**src/rtl/pvq_pkg.sv**
```systemverilog
// PVRTC quad decoder: shared types, constants and decode functions.
// Depends on nothing; used by every module of the block.
`default_nettype none

package pvq_pkg;

    // default clamp for the log2 word counts
    localparam int unsigned PVQ_MAX_WORDS_LOG2 = 10;

    // configuration register indexes
    typedef enum logic [1:0] {
        CFG_TWO_BPP = 2'd0,
        CFG_FLIP    = 2'd1,
        CFG_ACROSS  = 2'd2,
        CFG_DOWN    = 2'd3
    } t_cfg_idx;

    // one input word: a quad of compressed words and its position
    typedef struct packed {
        logic [31:0] p_modulation;
        logic [31:0] p_colour;
        logic [31:0] q_modulation;
        logic [31:0] q_colour;
        logic [31:0] r_modulation;
        logic [31:0] r_colour;
        logic [31:0] s_modulation;
        logic [31:0] s_colour;
        logic [9:0]  quad_x;
        logic [9:0]  quad_y;
    } t_in_word;

    // one output word: a pixel
    typedef struct packed {
        logic [7:0]  red;
        logic [7:0]  green;
        logic [7:0]  blue;
        logic [7:0]  alpha;
        logic [12:0] pixel_x;
        logic [11:0] pixel_y;
        logic        last;
    } t_out_word;

    // configuration as seen by the issue stage
    typedef struct packed {
        logic       two_bpp;
        logic       flip;
        logic [3:0] across_log2;
        logic [3:0] down_log2;
    } t_cfg;

    // colour channels r, g, b, a (alpha in 5 bits, top bit always zero)
    typedef logic [3:0][4:0] t_col;

    // stage 1: weights, decoded colours, modulation, coordinates
    typedef struct packed {
        logic            two;
        logic [3:0][5:0] w;
        t_col [3:0]      ca;
        t_col [3:0]      cb;
        logic [3:0]      m;
        logic            punch;
        logic [12:0]     px;
        logic [11:0]     py;
        logic            last;
    } t_s1;

    // stage 2: upscaled colours A and B
    typedef struct packed {
        logic [3:0][7:0] a;
        logic [3:0][7:0] b;
        logic [3:0]      m;
        logic            punch;
        logic [12:0]     px;
        logic [11:0]     py;
        logic            last;
    } t_s2;

    // modulation code to weight, standard set
    function automatic logic [3:0] f_rep(input logic [1:0] code);
        logic [3:0] res;
        case (code)
            2'd0:    res = 4'd0;
            2'd1:    res = 4'd3;
            2'd2:    res = 4'd5;
            default: res = 4'd8;
        endcase
        return res;
    endfunction

    // modulation code to weight, punch-through set
    function automatic logic [3:0] f_punch(input logic [1:0] code);
        logic [3:0] res;
        case (code)
            2'd0:    res = 4'd0;
            2'd1:    res = 4'd4;
            2'd2:    res = 4'd14;
            default: res = 4'd8;
        endcase
        return res;
    endfunction

    // colour A of a colour half
    function automatic t_col f_col_a(input logic [31:0] c);
        t_col res;
        if (c[15]) begin
            res[0] = c[14:10];
            res[1] = c[9:5];
            res[2] = {c[4:1], c[4]};
            res[3] = 5'd15;
        end else begin
            res[0] = {c[11:8], c[11]};
            res[1] = {c[7:4], c[7]};
            res[2] = {c[3:1], c[3:2]};
            res[3] = {1'b0, c[14:12], 1'b0};
        end
        return res;
    endfunction

    // colour B of a colour half
    function automatic t_col f_col_b(input logic [31:0] c);
        t_col res;
        if (c[31]) begin
            res[0] = c[30:26];
            res[1] = c[25:21];
            res[2] = c[20:16];
            res[3] = 5'd15;
        end else begin
            res[0] = {c[27:24], c[27]};
            res[1] = {c[23:20], c[23]};
            res[2] = {c[19:16], c[19]};
            res[3] = {1'b0, c[30:28], 1'b0};
        end
        return res;
    endfunction

    // 2bpp stored modulation code at row r (0..7), column c (0..15) of the quad
    function automatic logic [1:0] f_code2(input logic [3:0][31:0] mods,
                                           input logic [3:0][31:0] cols,
                                           input logic [2:0] r,
                                           input logic [3:0] c);
        logic [1:0]  w;
        logic [31:0] b;
        logic [31:0] t;
        logic [3:0]  k;
        logic [4:0]  bi;
        logic [1:0]  res;
        w  = {r[2], c[3]};
        b  = mods[w];
        t  = b;
        k  = {r[1:0], c[2:1]};
        bi = {r[1:0], c[2:0]};
        if (cols[w][0]) begin
            // interpolated words: bit 0 takes bit 1, bit 20 may take bit 21
            t[20] = b[0] ? b[21] : b[20];
            t[0]  = b[1];
            if (r[0] == c[0]) begin
                res = t[{k, 1'b0} +: 2];
            end else begin
                res = 2'd0;
            end
        end else begin
            res = b[bi] ? 2'd3 : 2'd0;
        end
        return res;
    endfunction

endpackage

`default_nettype wire

```
**src/rtl/pvq_issue.sv**
```systemverilog
// PVRTC quad decoder: quad buffer, pixel sequencer and stage 1 register.
// Depends on pvq_pkg.
`default_nettype none

module pvq_issue import pvq_pkg::*; #(
    parameter int unsigned MAX_WORDS_LOG2 = PVQ_MAX_WORDS_LOG2
) (
    input  wire logic     i_clk,
    input  wire logic     i_rst_n,
    input  wire t_cfg     i_cfg,
    input  wire logic     i_valid,
    input  wire t_in_word i_in_word,
    output logic          o_stall,
    input  wire logic     i_adv,
    output logic          o_s1_valid,
    output t_s1           o_s1
);

    logic            r_busy, n_busy;
    logic [4:0]      r_cnt, n_cnt;
    t_in_word        r_quad;
    logic            r_s1_valid;
    t_s1             r_s1, n_s1;

    logic            two, last_pix, issue, accept;
    logic [2:0]      x;
    logic [1:0]      y;
    logic [3:0][31:0] mods, cols;
    logic [3:0]      la, ld;
    logic [4:0]      sh_x, sh_y;
    logic [12:0]     base_x, mask_x;
    logic [11:0]     base_y, mask_y, py;
    logic [3:0]      cw, wx0;
    logic [2:0]      wy0;
    // 2bpp modulation
    logic [2:0]      r2;
    logic [3:0]      c2;
    logic [1:0]      w2, mode2;
    logic [3:0]      m_c, m_u, m_d, m_l, m_r, m2;
    logic [5:0]      sum4;
    logic [4:0]      sum_h, sum_v;
    // 4bpp modulation
    logic [2:0]      r4, c4;
    logic [1:0]      w4, code4;
    logic [3:0]      pv4;

    assign two      = i_cfg.two_bpp;
    assign last_pix = two ? (r_cnt == 5'd31) : (r_cnt == 5'd15);
    assign issue    = r_busy & i_adv;
    assign o_stall  = r_busy & ~(issue & last_pix);
    assign accept   = i_valid & ~o_stall;

    // sequencer
    always_comb begin
        n_busy = r_busy;
        n_cnt  = r_cnt;
        if (accept) begin
            n_busy = 1'b1;
            n_cnt  = 5'd0;
        end else if (issue) begin
            n_cnt = r_cnt + 5'd1;
            if (last_pix) begin
                n_busy = 1'b0;
            end
        end
    end

    assign x = two ? r_cnt[2:0] : {1'b0, r_cnt[1:0]};
    assign y = two ? r_cnt[4:3] : r_cnt[3:2];

    assign mods = {r_quad.s_modulation, r_quad.r_modulation,
                   r_quad.q_modulation, r_quad.p_modulation};
    assign cols = {r_quad.s_colour, r_quad.r_colour,
                   r_quad.q_colour, r_quad.p_colour};

    // 2bpp modulation with neighbor interpolation
    always_comb begin
        r2    = {1'b0, y} + 3'd2;
        c2    = {1'b0, x} + 4'd4;
        w2    = {r2[2], c2[3]};
        mode2 = cols[w2][0] ? (mods[w2][0] ? (mods[w2][20] ? 2'd3 : 2'd2) : 2'd1) : 2'd0;
        m_c   = f_rep(f_code2(mods, cols, r2, c2));
        m_u   = f_rep(f_code2(mods, cols, r2 - 3'd1, c2));
        m_d   = f_rep(f_code2(mods, cols, r2 + 3'd1, c2));
        m_l   = f_rep(f_code2(mods, cols, r2, c2 - 4'd1));
        m_r   = f_rep(f_code2(mods, cols, r2, c2 + 4'd1));
        sum4  = 6'(m_u) + 6'(m_d) + 6'(m_l) + 6'(m_r) + 6'd2;
        sum_h = 5'(m_l) + 5'(m_r) + 5'd1;
        sum_v = 5'(m_u) + 5'(m_d) + 5'd1;
        if (mode2 == 2'd0 || r2[0] == c2[0]) begin
            m2 = m_c;
        end else if (mode2 == 2'd1) begin
            m2 = sum4[5:2];
        end else if (mode2 == 2'd2) begin
            m2 = sum_h[4:1];
        end else begin
            m2 = sum_v[4:1];
        end
    end

    // 4bpp modulation, direct or punch-through
    always_comb begin
        r4    = {1'b0, y} + 3'd2;
        c4    = {1'b0, x[1:0]} + 3'd2;
        w4    = {r4[2], c4[2]};
        code4 = mods[w4][{r4[1:0], c4[1:0], 1'b0} +: 2];
        pv4   = cols[w4][0] ? f_punch(code4) : f_rep(code4);
    end

    // coordinates with wrap and flip
    always_comb begin
        la     = (i_cfg.across_log2 > 4'(MAX_WORDS_LOG2)) ? 4'(MAX_WORDS_LOG2)
                                                          : i_cfg.across_log2;
        ld     = (i_cfg.down_log2 > 4'(MAX_WORDS_LOG2)) ? 4'(MAX_WORDS_LOG2)
                                                        : i_cfg.down_log2;
        sh_x   = {1'b0, la} + (two ? 5'd3 : 5'd2);
        sh_y   = {1'b0, ld} + 5'd2;
        mask_x = ~(13'h1fff << sh_x);
        mask_y = ~(12'hfff << sh_y);
        base_x = (two ? {r_quad.quad_x, 3'b000} : {1'b0, r_quad.quad_x, 2'b00})
               + (two ? 13'd4 : 13'd2) + 13'(x);
        base_y = {r_quad.quad_y, 2'b00} + 12'd2 + 12'(y);
        py     = base_y & mask_y;
        if (i_cfg.flip) begin
            py = mask_y - py;
        end
    end

    // stage 1 payload
    always_comb begin
        cw  = two ? 4'd8 : 4'd4;
        wx0 = cw - 4'(x);
        wy0 = 3'd4 - 3'(y);
        n_s1.two  = two;
        n_s1.w[0] = 6'(wx0 * wy0);
        n_s1.w[1] = 6'(4'(x) * wy0);
        n_s1.w[2] = 6'(wx0 * 3'(y));
        n_s1.w[3] = 6'(4'(x) * 3'(y));
        for (int k = 0; k < 4; k++) begin
            n_s1.ca[k] = f_col_a(cols[k]);
            n_s1.cb[k] = f_col_b(cols[k]);
        end
        if (two) begin
            n_s1.m     = m2;
            n_s1.punch = 1'b0;
        end else if (pv4 > 4'd10) begin
            n_s1.m     = pv4 - 4'd10;
            n_s1.punch = 1'b1;
        end else begin
            n_s1.m     = pv4;
            n_s1.punch = 1'b0;
        end
        n_s1.px   = base_x & mask_x;
        n_s1.py   = py;
        n_s1.last = last_pix;
    end

    always_ff @(posedge i_clk) begin
        if (!i_rst_n) begin
            r_busy     <= 1'b0;
            r_cnt      <= 5'd0;
            r_s1_valid <= 1'b0;
        end else begin
            r_busy <= n_busy;
            r_cnt  <= n_cnt;
            if (i_adv) begin
                r_s1_valid <= r_busy;
            end
        end
    end

    always_ff @(posedge i_clk) begin
        if (accept) begin
            r_quad <= i_in_word;
        end
        if (issue) begin
            r_s1 <= n_s1;
        end
    end

    assign o_s1_valid = r_s1_valid;
    assign o_s1       = r_s1;

    // an idle sequencer never holds off the source
    a_idle_open: assert property (@(posedge i_clk) disable iff (!i_rst_n)
        !r_busy |-> !o_stall) else $error("stall raised while idle");

    // a new quad starts at its first pixel
    a_start: assert property (@(posedge i_clk) disable iff (!i_rst_n)
        (i_valid && !o_stall) |=> (r_busy && r_cnt == 5'd0))
        else $error("quad did not start at pixel 0");

    // a held pipeline keeps the pixel count
    a_hold: assert property (@(posedge i_clk) disable iff (!i_rst_n)
        (r_busy && !i_adv) |=> (r_busy && $stable(r_cnt)))
        else $error("pixel count moved while held");

endmodule

`default_nettype wire

```
**src/rtl/pvq_upscale.sv**
```systemverilog
// PVRTC quad decoder: bilinear upscale of colours A and B (stage 2).
// Depends on pvq_pkg.
`default_nettype none

module pvq_upscale import pvq_pkg::*; (
    input  wire logic i_clk,
    input  wire logic i_rst_n,
    input  wire logic i_adv,
    input  wire logic i_s1_valid,
    input  wire t_s1  i_s1,
    output logic      o_s2_valid,
    output t_s2       o_s2
);

    logic r_s2_valid;
    t_s2  r_s2, n_s2;

    // expand a weighted sum to 8 bits
    function automatic logic [7:0] f_scale(input logic [11:0] v, input logic two,
                                           input logic alpha);
        logic [11:0] res;
        if (two) begin
            res = alpha ? ((v >> 5) + (v >> 1)) : ((v >> 7) + (v >> 2));
        end else begin
            res = alpha ? ((v >> 4) + v) : ((v >> 6) + (v >> 1));
        end
        return res[7:0];
    endfunction

    always_comb begin
        logic [11:0] va, vb;
        n_s2.m     = i_s1.m;
        n_s2.punch = i_s1.punch;
        n_s2.px    = i_s1.px;
        n_s2.py    = i_s1.py;
        n_s2.last  = i_s1.last;
        for (int ch = 0; ch < 4; ch++) begin
            va = 12'd0;
            vb = 12'd0;
            for (int k = 0; k < 4; k++) begin
                va = va + 12'(i_s1.w[k]) * 12'(i_s1.ca[k][ch]);
                vb = vb + 12'(i_s1.w[k]) * 12'(i_s1.cb[k][ch]);
            end
            n_s2.a[ch] = f_scale(va, i_s1.two, ch == 3);
            n_s2.b[ch] = f_scale(vb, i_s1.two, ch == 3);
        end
    end

    always_ff @(posedge i_clk) begin
        if (!i_rst_n) begin
            r_s2_valid <= 1'b0;
        end else if (i_adv) begin
            r_s2_valid <= i_s1_valid;
        end
    end

    always_ff @(posedge i_clk) begin
        if (i_adv) begin
            r_s2 <= n_s2;
        end
    end

    assign o_s2_valid = r_s2_valid;
    assign o_s2       = r_s2;

endmodule

`default_nettype wire

```
**src/rtl/pvq_blend.sv**
```systemverilog
// PVRTC quad decoder: per-pixel blend of A and B into the output register.
// Depends on pvq_pkg.
`default_nettype none

module pvq_blend import pvq_pkg::*; (
    input  wire logic i_clk,
    input  wire logic i_rst_n,
    input  wire logic i_adv,
    input  wire logic i_s2_valid,
    input  wire t_s2  i_s2,
    output logic      o_valid,
    output t_out_word o_out_word
);

    logic            r_valid;
    t_out_word       r_out, n_out;
    logic [3:0][7:0] v;

    always_comb begin
        logic [11:0] s;
        for (int ch = 0; ch < 4; ch++) begin
            s = 12'(i_s2.a[ch]) * 12'(4'd8 - i_s2.m) + 12'(i_s2.b[ch]) * 12'(i_s2.m);
            v[ch] = s[10:3];
        end
        n_out.red     = v[0];
        n_out.green   = v[1];
        n_out.blue    = v[2];
        n_out.alpha   = i_s2.punch ? 8'd0 : v[3];
        n_out.pixel_x = i_s2.px;
        n_out.pixel_y = i_s2.py;
        n_out.last    = i_s2.last;
    end

    always_ff @(posedge i_clk) begin
        if (!i_rst_n) begin
            r_valid <= 1'b0;
        end else if (i_adv) begin
            r_valid <= i_s2_valid;
        end
    end

    always_ff @(posedge i_clk) begin
        if (i_adv) begin
            r_out <= n_out;
        end
    end

    assign o_valid    = r_valid;
    assign o_out_word = r_out;

endmodule

`default_nettype wire

```
**src/rtl/pvrtc_quad_decoder_unit.sv**
```systemverilog
// PVRTC quad decoder top level: configuration registers and the pixel pipeline.
// Depends on pvq_pkg, pvq_issue, pvq_upscale, pvq_blend.
//
// Usage:
//   Input channel (i_valid / o_stall, i_in_word) takes one quad of four
//   compressed words with the word position of the top-left one.
//   Output channel (o_valid / i_stall, o_out_word) gives 16 pixels per quad
//   in 4bpp mode and 32 in 2bpp mode, in raster order, last set on the final.
//   Configuration (i_cfg_valid / o_cfg_ready) is always ready; write only
//   while no quad is in flight.
// Timing:
//   The first pixel of a quad passes the quad buffer, the stage 1 and stage 2
//   registers and the output register before it is on o_valid. One pixel
//   leaves per cycle, issued by the pixel sequencer, unless i_stall holds the
//   pipeline. The next quad is taken in the cycle the last pixel is issued.
// Reset: synchronous; clears all valid bits, the sequencer and configuration.
// Stall: i_stall freezes the whole pipeline while o_valid is set; nothing is
//   lost or repeated; o_stall rises once the sequencer cannot take a new quad.
`default_nettype none

module pvrtc_quad_decoder_unit import pvq_pkg::*; #(
    parameter int unsigned MAX_WORDS_LOG2 = PVQ_MAX_WORDS_LOG2
) (
    input  wire logic       i_clk,
    input  wire logic       i_rst_n,
    input  wire logic       i_valid,
    input  wire t_in_word   i_in_word,
    output logic            o_stall,
    output logic            o_valid,
    output t_out_word       o_out_word,
    input  wire logic       i_stall,
    input  wire logic       i_cfg_valid,
    output logic            o_cfg_ready,
    input  wire t_cfg_idx   i_cfg_index,
    input  wire logic [3:0] i_cfg_data
);

    t_cfg r_cfg;
    logic adv;
    logic s1_valid, s2_valid;
    t_s1  s1;
    t_s2  s2;

    assign o_cfg_ready = 1'b1;

    // configuration registers
    always_ff @(posedge i_clk) begin
        if (!i_rst_n) begin
            r_cfg <= '0;
        end else if (i_cfg_valid && o_cfg_ready) begin
            unique case (i_cfg_index)
                CFG_TWO_BPP: r_cfg.two_bpp     <= i_cfg_data[0];
                CFG_FLIP:    r_cfg.flip        <= i_cfg_data[0];
                CFG_ACROSS:  r_cfg.across_log2 <= i_cfg_data;
                CFG_DOWN:    r_cfg.down_log2   <= i_cfg_data;
                default:     r_cfg             <= r_cfg;
            endcase
        end
    end

    // whole pipeline moves unless a held output word blocks it
    assign adv = ~o_valid | ~i_stall;

    pvq_issue #(
        .MAX_WORDS_LOG2(MAX_WORDS_LOG2)
    ) u_issue (
        .i_clk      (i_clk),
        .i_rst_n    (i_rst_n),
        .i_cfg      (r_cfg),
        .i_valid    (i_valid),
        .i_in_word  (i_in_word),
        .o_stall    (o_stall),
        .i_adv      (adv),
        .o_s1_valid (s1_valid),
        .o_s1       (s1)
    );

    pvq_upscale u_upscale (
        .i_clk      (i_clk),
        .i_rst_n    (i_rst_n),
        .i_adv      (adv),
        .i_s1_valid (s1_valid),
        .i_s1       (s1),
        .o_s2_valid (s2_valid),
        .o_s2       (s2)
    );

    pvq_blend u_blend (
        .i_clk      (i_clk),
        .i_rst_n    (i_rst_n),
        .i_adv      (adv),
        .i_s2_valid (s2_valid),
        .i_s2       (s2),
        .o_valid    (o_valid),
        .o_out_word (o_out_word)
    );

endmodule

`default_nettype wire

```
**config.mk**
```make
export PLATFORM = sky130hd
export DESIGN_NAME = pvrtc_quad_decoder_unit
export DESIGN_NICKNAME = d
export VERILOG_FILES = /design/src/rtl/pvq_pkg.sv /design/src/rtl/pvq_issue.sv /design/src/rtl/pvq_upscale.sv /design/src/rtl/pvq_blend.sv /design/src/rtl/pvrtc_quad_decoder_unit.sv
export SDC_FILE = /design/constraint.sdc
export NUM_CORES = 2
export LEC_CHECK = 0
export BUFFER_PORTS_ARGS = -buffer_cell sky130_fd_sc_hd__buf_2
export CAP_MARGIN = 10
export CORE_ASPECT_RATIO = 1.25
export CORE_MARGIN = 2
export CORE_UTILIZATION = 42
export CTS_BUF_LIST = sky130_fd_sc_hd__clkbuf_2 sky130_fd_sc_hd__clkbuf_4 sky130_fd_sc_hd__clkbuf_8
export CTS_CLUSTER_SIZE = 14
export DETAILED_ROUTE_END_ITERATION = 10
export PLACE_DENSITY = 0.67
export SETUP_SLACK_MARGIN = 0.4
export SYNTH_ARGS = -nofsm -noshare
export SYNTH_HDL_FRONTEND = slang
export SYNTH_HIERARCHICAL = 1
export SYNTH_SLANG_ARGS = --single-unit
```
**constraint.sdc**
```tcl
create_clock -name i_clk -period 31.5 [get_ports i_clk]
set_input_delay 0 -clock i_clk [delete_from_list [all_inputs] [get_ports i_clk]]
set_output_delay 0 -clock i_clk [all_outputs]
set_load 0.02 [all_outputs]
```
# Word-level counts from Yosys, hierarchy flattened
# Index checks and enable logic that the tools add are counted.
[op_classes]
n_addsub = 71
multipliers = 44
n_lt_le_gt_ge = 14
n_eq_ne = 24
shifts = 8
n_mux = 99
bitwise = 14
reduce_logical = 17
[op_table]
columns = ["cell", "count"]
rows = [
  ["32-bit binary-select mux with 2-bit select", 12],
  ["6-bit by 5-bit multiplier with 11-bit output", 24],
  ["32-bit two-way mux", 6],
  ["32-bit by 6-bit indexed part select with 2-bit output", 6],
  ["16-bit two-way mux", 8],
  ["11-bit by 11-bit adder with 12-bit output", 8],
  ["12-bit by 10-bit adder with 12-bit output", 8],
  ["12-bit by 11-bit adder with 12-bit output", 8],
  ["4-bit case mux with 3 select lines", 7],
  ["5-bit by 5-bit multiplier with 10-bit output", 8],
  ["8-bit two-way mux", 8],
  ["5-bit by 8-bit adder with 8-bit output", 6],
  ["6-bit by 8-bit adder with 8-bit output", 6],
  ["11-bit adder", 4],
  ["8-bit by 4-bit multiplier with 11-bit output", 4],
  ["8-bit by 12-bit multiplier with 11-bit output", 3],
  ["2-bit two-way mux", 18],
  ["5-bit by 6-bit < comparator with 1-bit output, second input constant", 5],
  ["4-bit two-way mux", 7],
  ["1-bit binary-select mux with 5-bit select", 5],
  ["1-bit two-way mux", 22],
  ["2-bit equality test, second input constant", 9],
  ["2-bit by 3-bit < comparator with 1-bit output, second input constant", 6],
  ["7-bit by 8-bit adder with 8-bit output", 2],
  ["other kinds (50)", 91],
]
[totals]
register_bits = 663
out_inout_bits = 61
word_cells = 380

# Logic depth before layout (Yosys ltp)
[depth]
ltp_word = 18
depth_mapped = 32
depth_no_buf = 29

# Cells and area by module
# Netlist, hierarchy kept.
[by_module_without_submodules]
columns = ["module", "n_inst", "cells_per_inst", "area_each_um2"]
rows = [
  ["pvq_upscale", 1, 4272, 39452.8],
  ["pvq_issue", 1, 1853, 25569.5],
  ["pvq_blend", 1, 1063, 10921.7],
  ["pvrtc_quad_decoder_unit", 1, 42, 406.6],
]

# Worst setup path after synthesis
# OpenSTA, ideal clock, no wires.
[synth_timing]
path_kind = "register to register"
from = "register u_blend.r_valid (netlist: u_blend/o_valid)"
to = "register u_issue.r_cnt[0]"
setup_ns = 0.127
arrival_ns = 18.692
required_ns = 31.373
slack_ns = 12.681
path_stages_with_launch = 6
synth_period_minus_slack_ns = 18.819
path_cell_list = "dfxtp_1 > nand2_1 > a21boi_0 > nor2b_1 > nand2b_1 > nor2_1"
[synth_via]
elab_chain_len = 9
[synth_rtl]
columns = ["item", "line_no", "text"]
rows = [
  ["start: declaration", "pvq_blend.sv:15", "logic r_valid;"],
  ["start signal: assignment", "pvq_blend.sv:38", "r_valid <= i_s2_valid;"],
  ["1-bit inverter", "pvrtc_quad_decoder_unit.sv:62", "assign adv = ~o_valid | ~i_stall;"],
  ["1-bit bitwise OR", "pvrtc_quad_decoder_unit.sv:62", ""],
  ["named net adv", "pvrtc_quad_decoder_unit.sv:39", "logic adv;"],
  ["1-bit bitwise AND", "pvq_issue.sv:49", "assign issue = r_busy & i_adv;"],
  ["1-bit bitwise AND", "pvq_issue.sv:50", "assign o_stall = r_busy & ~(issue & last_pix);"],
  ["1-bit inverter", "pvq_issue.sv:50", ""],
  ["1-bit bitwise AND", "pvq_issue.sv:50", ""],
  ["named net o_stall", "pvrtc_quad_decoder_unit.sv:28", "output logic o_stall,"],
  ["1-bit inverter", "pvq_issue.sv:51", "assign accept = i_valid & ~o_stall;"],
  ["1-bit bitwise AND", "pvq_issue.sv:51", ""],
  ["named net u_issue.accept", "pvq_issue.sv:25", "logic two, last_pix, issue, accept;"],
  ["2-bit OR reduction (no source line)", "--", ""],
  ["end signal: assignment", "pvq_issue.sv:165", "r_cnt <= n_cnt;"],
  ["end: declaration", "pvq_issue.sv:20", "logic [4:0] r_cnt, n_cnt;"],
]
# The timed path passes the listed nets, and every way through them passes these cells.
# A chain may end at the register's enable or synchronous reset.

==> key figures <==
Timing
  – # setup viols final: 0
  – Achievable frequency: 113.5 MHz
  – Relative slew margins: roughly a quarter
  – Final worst slack: around 23 ns
  – Tcrit/Tclk final: 27.96%
  – Worst Tran Pin Value: 1.101 ns
  – Setup TNS: 0 ns
  – Worst Skew: 0.1114 ns
  – Final min period: 8.808 ns
  – Final hold vios: 0
  – Slew Limit Fails: 0
  – RSZ-0062 raised after global routing: false

Synth
  – FFs w/ async S/R, synth: 0%
  – Post-synth cell types: 96
  – Mapped Avg Cell Area: 10.56 µm²
  – Gate Count Post-Synth: 7,230
  – Register area share after synthesis: 25.39%
  – Number of enable flip-flop cells after synthesis: 633
  – Syn. warnings: 6
  – Seq cells post-synth: 652
  – Synth Cell Area: ~0.076 mm²
  – Ys flop type: edfxtp_1

Route
  – Drt total wl: 212,200 µm
  – Via density: 5.205
  – DR vias: 55,040
  – Detailed Routing Iterations Pass 1: 6
  – DRC: 0
  – Final antenna-violating net count: 0
  – Drt wl/cell: 20.07 µm
  – DR iter-0 viols: 4,259

Floorplanning
  – Starting density of the core: 42.36%
  – Die height: 480.7 µm
  – Die W: 385.4 µm
  – Die ar.: 0.1852 mm²
  – Row cnt: 174
  – Core box area: approximately 0.18 mm²
  – Io pins: 348

Worst setup path
  – CP max FO: 60
  – Crit path kind: reg -> reg
  – CP max stage cell: buf_4
  – Worst Setup Start Kind: flip-flop
  – Critical Path RT: 32.04 ns
  – CP arrival: 9.35 ns
  – Crit-path most repeated cell: fa_1
  – Worst path max stage delay: 0.57 ns
  – Worst Setup End Kind: flip-flop

Layout
  – Nets: 10,080
  – Area of the multi-input gates: 0.05075 mm²
  – Finished Core Util: 49.32%
  – Filler instances: 16,060
  – Area delta synth->final: 16.44%
  – Finished Cell Area: a little under 0.09 mm²
  – Ratio of cells with drive above 1 in the final layout: 10.64%
  – FF+latch area: about 0.019 mm²

Clocking
  – Cts repair resizes: 0
  – Htree depth: 3
  – Clock transition at path regs: 0.07 ns
  – Bufs on Longest Clock Path: 3
  – # Post-CTS Setup Buffers: 0
  – Root buffer cell: clkbuf_8
  – CTS tree: done
  – Skew-Pair Late Insertion Delay: 0.91 ns
  – Num CTS Buffers: 112
  – Clk sinks: 652

Min path
  – Worst hold-check path type: in -> reg

Placement
  – Post-Place Cell Area: 0.08050 mm²
  – Detailed Place HPWL: 157,000 µm
  – GPL Wtd Cong: approximately 0.97
  – IO buf count: approximately 350
  – Pre-CTS WS: 22.83 ns

GRT
  – Largest net degree at the start of global routing: 97
  – Vias in the first global route: 59,110
  – Overall global routing resource usage: 23.31%
  – Initial antenna violation count: 13
  – Grt ovf: 0
  – First-pass GRT wire length: ~340,000 µm

Job
  – Max Cap Viol: 0

Status
  – Status: finished, final reports clean
synth_stat cells (all sizes together), types with 10 or more instances:
cell / count / area share (%)
o21bai: 22 / 0.22
mux2i: 183 / 2.4
xor2: 76 / 0.91
clkbuf: 191 / 0.94
o211ai: 16 / 0.16
nor2b: 41 / 0.34
a21boi: 16 / 0.16
ha: 703 / 12
inv: 1361 / 6.7
mux4: 101 / 3.0
fa: 998 / 26
and2: 826 / 6.8
or2: 30 / 0.25
o31ai: 13 / 0.13
xnor2: 211 / 2.5
a21oi: 191 / 1.3
o21a: 31 / 0.30
nand2b: 51 / 0.43
buf: 70 / 0.59
nand3: 40 / 0.28
mux2: 87 / 1.3
nand3b: 12 / 0.12
a21o: 46 / 0.45
nand4: 10 / 0.082
nor3: 27 / 0.19
o22ai: 12 / 0.11
nand2: 713 / 3.5
o21ai: 105 / 0.69
nor2: 174 / 0.86
and3: 36 / 0.29
a31oi: 30 / 0.25
a211oi: 18 / 0.18
or3: 14 / 0.11
dfxtp: 19 / 0.50
edfxtp: 633 / 25
per-layer routing:
layer | global-route usage, % | part of all wire (%) | vias up
li1 | - | - | 24890
met1 | 30.37 | 41 | 27380
met2 | 38.42 | 47 | 2236
met3 | 3.612 | 6.7 | 522
met4 | 10.13 | 4.9 | 8
met5 | 0 | 0.023 | -
worst max-delay path: cells and delay by family (launching register included):
| family | cells | cell delay (ns) |
|---|---|---|
| adder cells (fa/ha/maj) | 10 | 4.48 |
| AO/OA/AOI/OAI | 8 | 1.40 |
| AND/OR/NAND/NOR | 3 | 0.41 |
| buffers and inverters | 8 | 1.36 |
| flip-flops | 1 | 0.35 |
| XOR/XNOR | 1 | 0.42 |
stage by stage:
step                hold WS, ns  std cells
floorplan               0.09887       7238
global placement         0.1763       9770
detailed placement       0.1781       9770
CTS                    0.006863      10560
global route            0.06918      10570
finish                  0.08093      10570
layout by cell type (no fill, tap or decap), drive strengths merged, types with 141 or more instances in the layout:
cell type	count
inv	1366
fa	998
and2	826
nand2	713
ha	703
edfxtp	633
dlygate4sd3	581
buf	418
xnor2	211
a21oi	191
mux2i	183
nor2	174
clkbuf	141
what timing repair did:
item                                    in CTS  in global routing
endpoints found under the hold margin      375                  0
endpoints found under the setup margin       0                  0
hold buffers                               581                  0
kinds of logic (layout without fill, tap and decap cells):
| group | count (synthesis) | count (layout) | synth area share [%] |
|---|---|---|---|
| flops | 652 | 652 | 25.39 |
| compound gates | 596 | 596 | 5.133 |
| buf+inv | 1625 | 2573 | 8.236 |
| xor+xnor | 288 | 288 | 3.420 |
| fa+ha+maj | 1701 | 1701 | 37.69 |
| mux | 371 | 371 | 6.678 |
| other cells | 3 | 23 | 0.01475 |
| simple gates | 1994 | 1994 | 13.44 |
area by class of cell:
cell class	count	share of cell area (%)
multi-input cells	4961	57.08
flip-flops and latches	652	21.81
repair buffers	999	9.094
inverters	1364	5.770
well taps	2376	3.344
clock buffers	141	1.979
clock inverters	69	0.8894
diodes	12	0.03378
flip-flops by register name, indices dropped and copies added, names as in the netlist:
name,cells
r_cfg,10
u_blend/o_out_word,58
u_blend/o_valid,1
u_issue/cols,128
u_issue/mods,128
u_issue/o_s1,204
u_issue/o_s1_valid,1
u_issue/r_busy,1
u_issue/r_cnt,5
u_issue/r_quad,20
u_upscale/o_s2,95
u_upscale/o_s2_valid,1
final timing paths:
| kind | from | end | slack (ns) | cells past startpoint |
|---|---|---|---|---|
| min reg2reg | u_issue/o_s1[28]$_DFFE_PP_ | u_upscale/o_s2[28]$_DFFE_PP_ | 0.39 | 0 |
| max reg2reg | u_issue/o_s1[191]$_DFFE_PP_ | u_upscale/o_s2[46]$_DFFE_PP_ | 22.69 | 30 |
| max | u_issue/o_s1[191]$_DFFE_PP_ | u_upscale/o_s2[46]$_DFFE_PP_ | 22.69 | 30 |
| min | i_rst_n | r_cfg[4]$_SDFFE_PN0P_ | 0.08 | 4 |
Power is not shown: default switching activity piles up to over one toggle a cycle in this logic, so the estimate is an artifact.
